--- config.mk ---
export PLATFORM = sky130hd
export DESIGN_NAME = dsp_interface_register_block_unit
export DESIGN_NICKNAME = d
export VERILOG_FILES = /design/src/design/dspirb_pkg.sv /design/src/design/dspirb_in_stage.sv /design/src/design/dspirb_regs.sv /design/src/design/dsp_interface_register_block_unit.sv
export VERILOG_INCLUDE_DIRS = /design/src /design/src/design
export SDC_FILE = /design/constraint.sdc
export NUM_CORES = 1
export LEC_CHECK = 0
export BUFFER_PORTS_ARGS = -buffer_cell sky130_fd_sc_hd__buf_2
export CAP_MARGIN = 40
export CELL_PAD_IN_SITES_DETAIL_PLACEMENT = 1
export CELL_PAD_IN_SITES_GLOBAL_PLACEMENT = 2
export CORE_MARGIN = 4
export CORE_UTILIZATION = 34
export CTS_CLUSTER_SIZE = 24
export DETAILED_ROUTE_END_ITERATION = 16
export HOLD_SLACK_MARGIN = 0.06
export PLACE_DENSITY_LB_ADDON = 0.1
export SETUP_SLACK_MARGIN = 0.4
export SYNTH_ARGS = -nofsm -noshare
export SYNTH_HDL_FRONTEND = slang
export SYNTH_HIERARCHICAL = 1
export SYNTH_SLANG_ARGS = --single-unit
--- constraint.sdc ---
create_clock -name i_clk -period 10.8 [get_ports i_clk]
set_clock_uncertainty 0.1 [all_clocks]
set_input_delay 0.54 -clock i_clk [delete_from_list [all_inputs] [get_ports i_clk]]
set_output_delay 0.54 -clock i_clk [all_outputs]
set_load 0.01 [all_outputs]
--- src/design/dsp_interface_register_block_unit_assert.svh ---
// Assertion macros for the DSP interface register block.
// Included by the RTL files that carry concurrent checks; no other dependencies.
`ifndef DSP_INTERFACE_REGISTER_BLOCK_UNIT_ASSERT_SVH
`define DSP_INTERFACE_REGISTER_BLOCK_UNIT_ASSERT_SVH

// Same-cycle implication, disabled while reset is low.
`define DIRB_ASSERT_IMP(lbl, clk, rst_n, ante, cons) \
    lbl: assert property (@(posedge clk) disable iff (!rst_n) (ante) |-> (cons)) \
        else $error("dirb check failed");

// Next-cycle implication, disabled while reset is low.
`define DIRB_ASSERT_NXT(lbl, clk, rst_n, ante, cons) \
    lbl: assert property (@(posedge clk) disable iff (!rst_n) (ante) |=> (cons)) \
        else $error("dirb check failed");

`endif

--- src/design/dspirb_pkg.sv ---
// Package for the DSP interface register block: item types, op codes,
// register offsets and control-register masks. No dependencies.
`default_nettype none
package dspirb_pkg;

    localparam logic [2:0] OP_READ16  = 3'd0;
    localparam logic [2:0] OP_WRITE16 = 3'd1;
    localparam logic [2:0] OP_WRITE32 = 3'd2;
    localparam logic [2:0] OP_TICK    = 3'd3;
    localparam logic [2:0] OP_IRQ     = 3'd4;

    localparam logic [1:0] KIND_DSP   = 2'd0;
    localparam logic [1:0] KIND_AUX   = 2'd1;
    localparam logic [1:0] KIND_AUDIO = 2'd2;

    localparam logic [1:0] MB_NONE = 2'd0;
    localparam logic [1:0] MB_HIGH = 2'd1;
    localparam logic [1:0] MB_LOW  = 2'd2;
    localparam logic [1:0] MB_BOTH = 2'd3;

    localparam logic [15:0] REG_MB_TO_HI   = 16'h5000;
    localparam logic [15:0] REG_MB_TO_LO   = 16'h5002;
    localparam logic [15:0] REG_MB_FROM_HI = 16'h5004;
    localparam logic [15:0] REG_MB_FROM_LO = 16'h5006;
    localparam logic [15:0] REG_CTRL       = 16'h500A;
    localparam logic [15:0] REG_AR_SIZE    = 16'h5012;
    localparam logic [15:0] REG_AR_MODE    = 16'h5016;
    localparam logic [15:0] REG_AR_REFRESH = 16'h501A;
    localparam logic [15:0] REG_MEM_HI     = 16'h5020;
    localparam logic [15:0] REG_MEM_LO     = 16'h5022;
    localparam logic [15:0] REG_AUX_HI     = 16'h5024;
    localparam logic [15:0] REG_AUX_LO     = 16'h5026;
    localparam logic [15:0] REG_CNT_HI     = 16'h5028;
    localparam logic [15:0] REG_CNT_LO     = 16'h502A;
    localparam logic [15:0] REG_AUD_HI     = 16'h5030;
    localparam logic [15:0] REG_AUD_LO     = 16'h5032;
    localparam logic [15:0] REG_AUD_CTRL   = 16'h5036;
    localparam logic [15:0] REG_AUD_LEFT   = 16'h503A;

    localparam logic [15:0] CTRL_CORE_MASK = 16'h0C07;
    localparam logic [15:0] CTRL_COPY_MASK = 16'hFD57;
    localparam logic [15:0] CTRL_PEND_MASK = 16'h00A8;
    localparam logic [15:0] CTRL_RESET     = 16'h0004;
    localparam logic [15:0] FLAG_AUDIO     = 16'h0008;
    localparam logic [15:0] FLAG_AUX       = 16'h0020;
    localparam logic [15:0] FLAG_DSP       = 16'h0080;

    localparam int IN_DATA_W  = 72;
    localparam int OUT_DATA_W = 200;

    typedef struct packed {
        logic [2:0]  operation;
        logic [15:0] reg_offset;
        logic [31:0] write_data;
        logic [15:0] core_value;
        logic [1:0]  interrupt_kind;
        logic        interrupt_set;
    } t_item;

    typedef struct packed {
        logic [15:0] read_data;
        logic        irq_line;
        logic [1:0]  mailbox_strobe;
        logic [31:0] mailbox_data;
        logic        audio_send;
        logic [31:0] audio_address;
        logic [17:0] audio_length;
        logic        dma_start;
        logic        dma_direction;
        logic [31:0] dma_mem_address;
        logic [31:0] dma_aux_address;
        logic [30:0] dma_length;
    } t_result;

endpackage
`default_nettype wire

--- src/design/dspirb_in_stage.sv ---
// Input register of the DSP interface register block: takes a beat and
// unpacks it into an item. Depends on dspirb_pkg.
`default_nettype none
module dspirb_in_stage
    import dspirb_pkg::*;
(
    input  wire logic                 i_clk,
    input  wire logic                 i_rst_n,
    input  wire logic                 i_valid,
    output logic                      o_ready,
    // tdata: reg_offset, write_data, core_value, interrupt_kind, interrupt_set, pad
    input  wire logic [IN_DATA_W-1:0] i_data,
    // tuser: operation
    input  wire logic [2:0]           i_user,
    input  wire logic                 i_take,
    output logic                      o_valid,
    output t_item                     o_item
);

    logic  r_valid;
    t_item r_item;
    t_item n_item;

    assign o_ready = !r_valid || i_take;
    assign o_valid = r_valid;
    assign o_item  = r_item;

    always_comb begin
        n_item.operation      = i_user;
        n_item.reg_offset     = i_data[15:0];
        n_item.write_data     = i_data[47:16];
        n_item.core_value     = i_data[63:48];
        n_item.interrupt_kind = i_data[65:64];
        n_item.interrupt_set  = i_data[66];
    end

    always_ff @(posedge i_clk) begin
        if (!i_rst_n) begin
            r_valid <= 1'b0;
        end else if (o_ready) begin
            r_valid <= i_valid;
        end
    end

    always_ff @(posedge i_clk) begin
        if (o_ready && i_valid) begin
            r_item <= n_item;
        end
    end

endmodule
`default_nettype wire

--- src/design/dspirb_regs.sv ---
// Register file and per-beat decode of the DSP interface register block.
// Depends on dspirb_pkg and the assertion macro header.
`default_nettype none
`include "dsp_interface_register_block_unit_assert.svh"
module dspirb_regs
    import dspirb_pkg::*;
(
    input  wire logic  i_clk,
    input  wire logic  i_rst_n,
    input  wire logic  i_adv,
    input  wire t_item i_item,
    output t_result    o_res
);

    logic [15:0] r_ctrl,      n_ctrl;
    logic [15:0] r_ar_size,   n_ar_size;
    logic [15:0] r_ar_mode,   n_ar_mode;
    logic [15:0] r_ar_refr,   n_ar_refr;
    logic [31:0] r_mem_addr,  n_mem_addr;
    logic [31:0] r_aux_addr,  n_aux_addr;
    logic [31:0] r_count,     n_count;
    logic [1:0]  r_half,      n_half;
    logic [31:0] r_aud_addr,  n_aud_addr;
    logic [15:0] r_aud_ctrl,  n_aud_ctrl;
    logic [14:0] r_left,      n_left;

    logic [15:0] v16;
    logic [15:0] ctrl_tmp;
    logic [14:0] blocks;
    logic [14:0] left_dec;
    logic        dma_try;
    t_result     res;

    assign v16      = i_item.write_data[15:0];
    assign ctrl_tmp = (v16 & ~CTRL_CORE_MASK) | (i_item.core_value & CTRL_CORE_MASK);
    assign blocks   = r_aud_ctrl[14:0];
    assign left_dec = r_left - 15'd1;

    always_comb begin
        n_ctrl     = r_ctrl;
        n_ar_size  = r_ar_size;
        n_ar_mode  = r_ar_mode;
        n_ar_refr  = r_ar_refr;
        n_mem_addr = r_mem_addr;
        n_aux_addr = r_aux_addr;
        n_count    = r_count;
        n_half     = r_half;
        n_aud_addr = r_aud_addr;
        n_aud_ctrl = r_aud_ctrl;
        n_left     = r_left;
        dma_try    = 1'b0;
        res        = '0;

        case (i_item.operation)
            OP_READ16: begin
                case (i_item.reg_offset)
                    REG_MB_TO_HI, REG_MB_TO_LO,
                    REG_MB_FROM_HI, REG_MB_FROM_LO:
                        res.read_data = i_item.core_value;
                    REG_CTRL: res.read_data = (r_ctrl & ~CTRL_CORE_MASK)
                                            | (i_item.core_value & CTRL_CORE_MASK);
                    REG_AR_SIZE:    res.read_data = r_ar_size;
                    REG_AR_MODE:    res.read_data = r_ar_mode;
                    REG_AR_REFRESH: res.read_data = r_ar_refr;
                    REG_MEM_HI:     res.read_data = r_mem_addr[31:16];
                    REG_MEM_LO:     res.read_data = r_mem_addr[15:0];
                    REG_AUX_HI:     res.read_data = r_aux_addr[31:16];
                    REG_AUX_LO:     res.read_data = r_aux_addr[15:0];
                    REG_CNT_HI:     res.read_data = r_count[31:16];
                    REG_CNT_LO:     res.read_data = r_count[15:0];
                    REG_AUD_HI:     res.read_data = r_aud_addr[31:16];
                    REG_AUD_LO:     res.read_data = r_aud_addr[15:0];
                    REG_AUD_CTRL:   res.read_data = r_aud_ctrl;
                    REG_AUD_LEFT:   res.read_data = {1'b0, r_left};
                    default:        res.read_data = '0;
                endcase
            end
            OP_WRITE16: begin
                case (i_item.reg_offset)
                    REG_MB_TO_HI: begin
                        res.mailbox_strobe = MB_HIGH;
                        res.mailbox_data   = {v16, 16'h0000};
                    end
                    REG_MB_TO_LO: begin
                        res.mailbox_strobe = MB_LOW;
                        res.mailbox_data   = {16'h0000, v16};
                    end
                    REG_CTRL: n_ctrl = (ctrl_tmp & CTRL_COPY_MASK)
                                     | (r_ctrl & CTRL_PEND_MASK & ~ctrl_tmp);
                    REG_AR_SIZE:    n_ar_size = v16;
                    REG_AR_MODE:    n_ar_mode = v16;
                    REG_AR_REFRESH: n_ar_refr = v16;
                    REG_MEM_HI:     n_mem_addr[31:16] = v16;
                    REG_MEM_LO:     n_mem_addr[15:0]  = v16;
                    REG_AUX_HI:     n_aux_addr[31:16] = v16;
                    REG_AUX_LO:     n_aux_addr[15:0]  = v16;
                    REG_CNT_HI: begin
                        n_count[31:16] = v16;
                        n_half         = r_half | 2'b01;
                        dma_try        = 1'b1;
                    end
                    REG_CNT_LO: begin
                        n_count[15:0] = v16;
                        n_half        = r_half | 2'b10;
                        dma_try       = 1'b1;
                    end
                    REG_AUD_HI: n_aud_addr[31:16] = v16;
                    REG_AUD_LO: n_aud_addr[15:0]  = v16;
                    REG_AUD_CTRL: begin
                        n_aud_ctrl = v16;
                        n_left     = v16[14:0];
                    end
                    default: ;
                endcase
            end
            OP_WRITE32: begin
                case (i_item.reg_offset)
                    REG_MB_TO_HI: begin
                        res.mailbox_strobe = MB_BOTH;
                        res.mailbox_data   = i_item.write_data;
                    end
                    REG_AUD_HI: n_aud_addr = i_item.write_data;
                    REG_MEM_HI: n_mem_addr = i_item.write_data;
                    REG_AUX_HI: n_aux_addr = i_item.write_data;
                    REG_CNT_HI: begin
                        n_count = i_item.write_data;
                        n_half  = 2'b11;
                        dma_try = 1'b1;
                    end
                    default: ;
                endcase
            end
            OP_TICK: begin
                if (r_aud_ctrl[15] && (r_left != '0)) begin
                    if (r_left == blocks) begin
                        res.audio_send    = 1'b1;
                        res.audio_address = r_aud_addr;
                        res.audio_length  = {blocks, 3'b000};
                    end
                    if (left_dec == '0) begin
                        n_ctrl = r_ctrl | FLAG_AUDIO;
                        n_left = blocks;
                    end else begin
                        n_left = left_dec;
                    end
                end
            end
            OP_IRQ: begin
                case (i_item.interrupt_kind)
                    KIND_DSP:   n_ctrl = i_item.interrupt_set ? (r_ctrl | FLAG_DSP)
                                                              : (r_ctrl & ~FLAG_DSP);
                    KIND_AUX:   n_ctrl = i_item.interrupt_set ? (r_ctrl | FLAG_AUX)
                                                              : (r_ctrl & ~FLAG_AUX);
                    KIND_AUDIO: n_ctrl = i_item.interrupt_set ? (r_ctrl | FLAG_AUDIO)
                                                              : (r_ctrl & ~FLAG_AUDIO);
                    default: ;
                endcase
            end
            default: ;
        endcase

        // both count halves in: fire DMA, keep direction bit only
        if (dma_try && (n_half == 2'b11)) begin
            res.dma_start       = 1'b1;
            res.dma_direction   = n_count[31];
            res.dma_mem_address = n_mem_addr;
            res.dma_aux_address = n_aux_addr;
            res.dma_length      = n_count[30:0];
            n_count             = {n_count[31], 31'd0};
            n_half              = 2'b00;
            n_ctrl              = n_ctrl | FLAG_AUX;
        end

        res.irq_line = (n_ctrl[3] & n_ctrl[4]) | (n_ctrl[5] & n_ctrl[6])
                     | (n_ctrl[7] & n_ctrl[8]);
    end

    assign o_res = res;

    always_ff @(posedge i_clk) begin
        if (!i_rst_n) begin
            r_ctrl     <= CTRL_RESET;
            r_ar_size  <= '0;
            r_ar_mode  <= 16'd1;
            r_ar_refr  <= '0;
            r_mem_addr <= '0;
            r_aux_addr <= '0;
            r_count    <= '0;
            r_half     <= '0;
            r_aud_addr <= '0;
            r_aud_ctrl <= '0;
            r_left     <= '0;
        end else if (i_adv) begin
            r_ctrl     <= n_ctrl;
            r_ar_size  <= n_ar_size;
            r_ar_mode  <= n_ar_mode;
            r_ar_refr  <= n_ar_refr;
            r_mem_addr <= n_mem_addr;
            r_aux_addr <= n_aux_addr;
            r_count    <= n_count;
            r_half     <= n_half;
            r_aud_addr <= n_aud_addr;
            r_aud_ctrl <= n_aud_ctrl;
            r_left     <= n_left;
        end
    end

    `DIRB_ASSERT_NXT(a_dma_clears_halves, i_clk, i_rst_n, i_adv && res.dma_start,
                     r_half == 2'b00 && r_count[30:0] == 31'd0 && r_ctrl[5])
    `DIRB_ASSERT_IMP(a_read_only_on_read, i_clk, i_rst_n, res.read_data != 16'h0000,
                     i_item.operation == OP_READ16)
    `DIRB_ASSERT_IMP(a_send_only_on_tick, i_clk, i_rst_n, res.audio_send,
                     i_item.operation == OP_TICK && r_aud_ctrl[15])
    `DIRB_ASSERT_NXT(a_ctrl_bit9_low, i_clk, i_rst_n, i_adv, !r_ctrl[9])

endmodule
`default_nettype wire

--- src/design/dsp_interface_register_block_unit.sv ---
// Top level of the DSP interface register block: input register, register
// file with decode, and result register. Depends on dspirb_pkg,
// dspirb_in_stage and dspirb_regs.
// A beat passes through the input register, then the result register, on its way
// to the result beat. Throughput: one beat per cycle while m_axis_tready does not
// stall the output; each beat's register update completes in the cycle it leaves the input register.
// Reset (i_rst_n low, synchronous): both stages empty, control 0x0004,
// aux-RAM mode 1, all other registers 0.
`default_nettype none
module dsp_interface_register_block_unit
    import dspirb_pkg::*;
(
    input  wire logic                  i_clk,
    input  wire logic                  i_rst_n,
    input  wire logic                  s_axis_tvalid,
    output logic                       s_axis_tready,
    // tdata: reg_offset[15:0], write_data[47:16], core_value[63:48],
    //        interrupt_kind[65:64], interrupt_set[66], zero pad
    input  wire logic [IN_DATA_W-1:0]  s_axis_tdata,
    // tuser: operation[2:0]
    input  wire logic [2:0]            s_axis_tuser,
    output logic                       m_axis_tvalid,
    input  wire logic                  m_axis_tready,
    // tdata: read_data[15:0], irq_line[16], mailbox_strobe[18:17],
    //        mailbox_data[50:19], audio_send[51], audio_address[83:52],
    //        audio_length[101:84], dma_start[102], dma_direction[103],
    //        dma_mem_address[135:104], dma_aux_address[167:136],
    //        dma_length[198:168], zero pad
    output logic [OUT_DATA_W-1:0]      m_axis_tdata
);

    logic                  in_valid;
    t_item                 in_item;
    t_result               res;
    logic                  out_free;
    logic                  adv;
    logic                  r_out_valid;
    logic [OUT_DATA_W-1:0] r_out_data;

    assign out_free = !r_out_valid || m_axis_tready;
    assign adv      = in_valid && out_free;

    dspirb_in_stage u_in (
        .i_clk   (i_clk),
        .i_rst_n (i_rst_n),
        .i_valid (s_axis_tvalid),
        .o_ready (s_axis_tready),
        .i_data  (s_axis_tdata),
        .i_user  (s_axis_tuser),
        .i_take  (adv),
        .o_valid (in_valid),
        .o_item  (in_item)
    );

    dspirb_regs u_regs (
        .i_clk   (i_clk),
        .i_rst_n (i_rst_n),
        .i_adv   (adv),
        .i_item  (in_item),
        .o_res   (res)
    );

    always_ff @(posedge i_clk) begin
        if (!i_rst_n) begin
            r_out_valid <= 1'b0;
        end else if (out_free) begin
            r_out_valid <= in_valid;
        end
    end

    always_ff @(posedge i_clk) begin
        if (adv) begin
            r_out_data <= {1'b0, res.dma_length, res.dma_aux_address, res.dma_mem_address,
                           res.dma_direction, res.dma_start, res.audio_length,
                           res.audio_address, res.audio_send, res.mailbox_data,
                           res.mailbox_strobe, res.irq_line, res.read_data};
        end
    end

    assign m_axis_tvalid = r_out_valid;
    assign m_axis_tdata  = r_out_data;

endmodule
`default_nettype wire
Word level (Yosys, flattened, before mapping)
Index checks and enable logic that the tools add are counted.

word-level totals
  output and inout port bits = 202
  bits in registers = 496
  input bits = 79
  word-level logic and storage cells = 135

operators by class
  add/subtract/negate cells = 1
  bitwise logic cells = 10
  reduce and logical (&&, ||, !) cells = 25
  mux-type cells = 43
  equality and inequality tests = 31

operator list
  operator                                            number
  == test 16 x 15 -> 1 bit, second input constant     18
  case mux 32 bit (2 select lines)                    4
  case mux 16 bit (15 select lines)                   1
  two-way mux 16 bit                                  9
  case mux 34 bit (2 select lines)                    2
  two-way mux 32 bit                                  4
  two-way mux 97 bit                                  1
  two-way mux 51 bit                                  1
  case mux 16 bit (3 select lines)                    1
  two-way mux 15 bit                                  3
  two-way mux 34 bit                                  1
  OR 16 x 12 -> 16 bit                                2
  two-way mux 31 bit                                  1
  case mux 15 bit (2 select lines)                    1
  case mux 8 bit (3 select lines)                     1
  bitwise AND 8 x 16 -> 16 bit                        1
  inverter 16 bit                                     1
  OR 16 bit                                           1
  == test 15 bit                                      1
  zero test 15 bit                                    1
  AND reduction 3 bit                                 5
  nonzero test 15 bit                                 1
  subtractor 15 x 1 -> 15 bit, second input constant  1
  two-way mux 4 bit                                   3
  25 further kinds                                    45

Logic depth before layout (Yosys ltp)
  depth in word-level cells = 10
  gate-level depth with buffers = 11
  depth with buffers taken out = 8

By module
Netlist, hierarchy kept.

by module, submodules not included
  module                             area an instance (um2)  times used  sequential area each (um2)  cells an instance
  dspirb_regs                        12797.3                 1           4384.2                      1681
  dsp_interface_register_block_unit  6034.5                  1           5995.8                      205
  dspirb_in_stage                    2159.6                  1           2122.0                      75

Worst setup path before layout
OpenSTA, ideal clock, no wires.

  path kind = input -> register
  start point = input m_axis_tready
  end point = register u_in.r_item, in the netlist u_in/o_item[0], enable pin
  setup time = 0.379 ns
  path buffers = 0
  arrival time = 11.412 ns
  path slack = -1.091 ns
  data required time = 10.321 ns
  stages = 4
  path through = nor2b_4 -> nor2b_1 -> nand2b_4 -> and2_4

between the ends
  cells in the longest elaborated chain, start to end = 4

ends and longest elaborated chain
  item                     line                                     source
  from (decl)              dsp_interface_register_block_unit.sv:23  input wire logic m_axis_tready,
  logical OR 1 bit         dsp_interface_register_block_unit.sv:40  assign out_free = !r_out_valid || m_axis_tready;
  logical AND 1 bit        dsp_interface_register_block_unit.sv:41  assign adv = in_valid && out_free;
  named net adv            dsp_interface_register_block_unit.sv:36  logic adv;
  logical OR 1 bit         dspirb_in_stage.sv:24                    assign o_ready = !r_valid || i_take;
  named net s_axis_tready  dsp_interface_register_block_unit.sv:16  output logic s_axis_tready,
  logical AND 1 bit        dspirb_in_stage.sv:46                    if (o_ready && i_valid) begin
  to (signal assigned)     dspirb_in_stage.sv:47                    r_item <= n_item;
  to (decl)                dspirb_in_stage.sv:21                    t_item r_item;

The timed path passes the listed nets, and every way through them passes these cells.
A chain may end at the register's enable or synchronous reset.

Worst setup path after layout
  start point = register u_in.r_item, in the netlist u_in/o_item[55]
  end point = register u_regs.r_count[9]

between the ends
  cells in the longest elaborated chain, start to end = 6
  elaborated cells between the ends (all ways) = 15
  those cells by class = eq/ne (3); mux (10); reduce/logical (2)

ends and longest elaborated chain
  item                                                                  line                                   source
  == test 16 x 15 -> 1 bit, on equally long branches                    dspirb_regs.sv:79, dspirb_regs.sv:117
  case mux 2 bit (2 select lines), or another cell as far along         dspirb_regs.sv:79                      case (i_item.reg_offset)
  case mux 2 bit (2 select lines) or two-way mux 1 bit (tied branches)  dspirb_regs.sv:54, dspirb_regs.sv:79
  == test 2 bit or case mux 1 bit (2 select lines) (tied branches)      dspirb_regs.sv:163, dspirb_regs.sv:54
  logical AND 1 bit                                                     dspirb_regs.sv:163                     if (dma_try && (n_half == 2'b11)) begin
  two-way mux 31 bit (*)                                                dspirb_regs.sv:163
  to (signal assigned)                                                  dspirb_regs.sv:200                     r_count <= n_count;
  to (decl)                                                             dspirb_regs.sv:21                      logic [31:0] r_count, n_count;

Every way passes the cells marked *; elsewhere a longest branch is shown, timed or not.

==> results.toml <==
[status]
outcome = "completed"

[yosys]
synth_ff_type = "edfxtp_1"
ys_types = 80
syn_inst = 1961
ys_seq_elements = 490
synthArstFlopShare_pct = 0
synth_area_mm2 = 0.0210
synth-edff-count = 269
ys_seq_area_share_pct = 59.6
avgSynthCellArea_um2 = 10.7
yosysWarnings = 6

[placement]
dp_slack_ps = 6540
hpwl_um = 58800
routabilityCongestion = 0.872
portBuffers = 274

[floorplanning]
dieArea_mm2 = 0.0658
start_util_pct = 34.6
rows = 90
ios = 281
fp.coreArea_mm2 = 0.0607
die_x_um = 256
dieHeight_um = 256

[critical_path]
startpoint = "u_in/o_item[55]"
cp_common_cell = "buf_4"
critPathTopFamily = "buffers and inverters"
arrival_ps = 4780
timing.rr.start = "u_in/o_item[55]"
crit_type = "reg2reg"
reg2reg_to = "u_regs/r_count[9]"
reg2reg_depth = 10
path_buf_inv = 4
cp_cell_sequence = "nor2b_1 > nand4_1 > nor2_1 > a32oi_4 > buf_4 > buf_4 > inv_1 > nor4_4 > buf_6 > a22o_1"
r2r_setup_slack_ps = 6460
path_max_fanout = 54
required_ps = 11240
endpoint_kind = "flop"
start_kind = "flop"
slowest_stage = "edfxtp_1"
critPathMaxStageDelay_ps = 640

[cts]
ctsResizeCount = 0
tritoncts = "built"
cts_num_sinks = 490
cts_setup_buffers = 0
clkSlewWorstSetupHoldPaths_ps = 60
insertion_delay_ps = 620
cts-root-buf = "clkbuf_16"
cts_made_buffers = 54
ctsHtreeMaxLevel = 2
clockBufferDepth = 3

[worst_hold_path]
min_to = "m_axis_tvalid"
holdPathStages = 3
hold_path_class = "in2reg"
hold_start = "m_axis_tready"

[detailed_routing]
drtPass1Iterations = 8
drc = 0
ant_nets = 0
wire_per_inst_um = 28.2
drtIter0Drc = 1703
via_per_inst = 5.59
vias = 17200
wirelength_um = 86500

[final_layout]
layout-drive-gt1-share_pct = 20.5
final_common_cell = "nand2_1"
most-common-layout-cells = "nand2_1, buf_2, edfxtp_1, dfxtp_1, nor2_1"
syn_to_final_growth_pct = 23.6
fin_nets = 2324

[global_routing]
antenna_found_initial = 0
overflow = 0
grtUsageTotal_pct = 25.5
grt_pass1_wl_um = 125000
grt_max_degree = 85
grt_pass1_vias = 17400

[sta]
period_share_pct = 40.2
fmax_mhz = 230
hold_viol = 0
period_needed_ps = 4340
drv_slew = 0
grt_setup_unrepaired = "no"
worst_slew_pin_slew_ps = 965
finalSetupViolCount = 0
finalSetupTns_ps = 0
slew_headroom_pct = 35.7
fin_ws_ps = 6460

[power_and_ir_drop]
p_leak_nw = 9.17
max-vdd-ir-drop_v = 0.000123
power_density_mw_per_mm2 = 169

[flow_run]
drv_cap = 0
## metal layers
layer	up-vias	routed length [um]	GRT usage, %
met5	-	0	0
met4	0	3340	8.73
met2	553	41300	42.7
li1	7759	-	-
met1	8754	37200	33.8
met3	119	4700	4.11
## cells by family after synthesis
kind of cell               share of synthesized area (%)
and+or+nand+nor                                     15.7
DFF                                                 59.6
AOI/OAI and AO/OA                                   15.9
buffers and inverters                               3.92
muxes                                               3.73
xor gates and xnor gates                            1.04
adders and majority gates                          0.119
other                                             0.0358
## what timing repair did
item,CTS,global route
hold buffers,71,0
endpoints found under the setup margin,0,0
hold endpoints to repair,71,0
## how the worst max path moves through the flow
stage                                        to  slack [ps]  cells past startpoint
final                         u_regs/r_count[9]        6460                     10
after floorplan           u_regs/r_mem_addr[22]        3060                      9
after CTS                     u_regs/r_count[9]        6510                     10
after global placement        u_regs/r_count[4]        6360                      9
after detailed placement      u_regs/r_count[9]        6540                     10
after global routing          u_regs/r_count[8]        6260                     10
## layout make-up
class | count | area [um2]
inverter | 12 | 47.5
antenna | 1 | 2.50
fill | 6615 | 34800
tap | 782 | 978
clock inverter | 32 | 495
multi-input combinational | 1278 | 7760
clock buffer | 70 | 1470
timing repair buffer | 407 | 2680
sequential | 490 | 12500
## flip-flops by register name (all words and copies together) (netlist names)
name,count
m_axis_tdata,199
m_axis_tvalid,1
u_in/o_item,70
u_in/o_valid,1
u_regs/r_ar_mode,16
u_regs/r_ar_refr,16
u_regs/r_ar_size,16
u_regs/r_aud_addr,32
u_regs/r_aud_ctrl,16
u_regs/r_aux_addr,32
u_regs/r_count,32
u_regs/r_ctrl,10
u_regs/r_half,2
u_regs/r_left,15
u_regs/r_mem_addr,32
## tightest hold or removal path, stage by stage
cell and delay, ps:
buf_2 100, nor2b_4 40, o21a_1 150
## report_power, final
group	internal [mW]	switching [mW]	leakage, nW
Sequential	2.03	0.0365	4.33
Clock	1.25	0.794	0.956
Combinational	0.0847	0.178	3.88
## through the flow
stage          util, %  power, mW  cells  hold slack [ps]  cell area [um2]
3_5_place_dp      38.3       2.35   2898              347            23300
5_1_grt           42.7       4.53   3071              168            25900
4_1_cts           42.7       4.42   3071              140            25900
6_report          42.7       4.38   3072              164            25900
3_3_place_gp      37.9       2.34   2881              338            23000
2_1_floorplan        -       2.22   1963              332            21000
## synthesized netlist by cell type (all sizes together) (4+ instances only)
library cell | count | area (um2)
nand2 | 297 | 1110
edfxtp | 269 | 8080
dfxtp | 221 | 4420
nor2 | 188 | 711
clkbuf | 129 | 494
a22oi | 124 | 931
a21oi | 122 | 618
mux2i | 77 | 771
and2 | 71 | 447
buf | 54 | 284
a211oi | 44 | 330
a22o | 39 | 342
nand3 | 35 | 175
o21ai | 31 | 155
a222oi | 25 | 250
nor3 | 21 | 125
xor2 | 20 | 175
a41oi | 18 | 158
and4 | 17 | 149
nor4 | 16 | 143
o22ai | 16 | 106
inv | 11 | 41.3
a221oi | 8 | 70.1
and3 | 8 | 50.1
o211ai | 8 | 60.1
nand4 | 7 | 43.8
nor2b | 7 | 51.3
o31ai | 6 | 45.0
or3 | 6 | 37.5
nand2b | 5 | 38.8
xnor2 | 5 | 43.8
or2 | 4 | 25.0
or4b | 4 | 43.8
No activity file was read; power rests on OpenSTA's default activity.
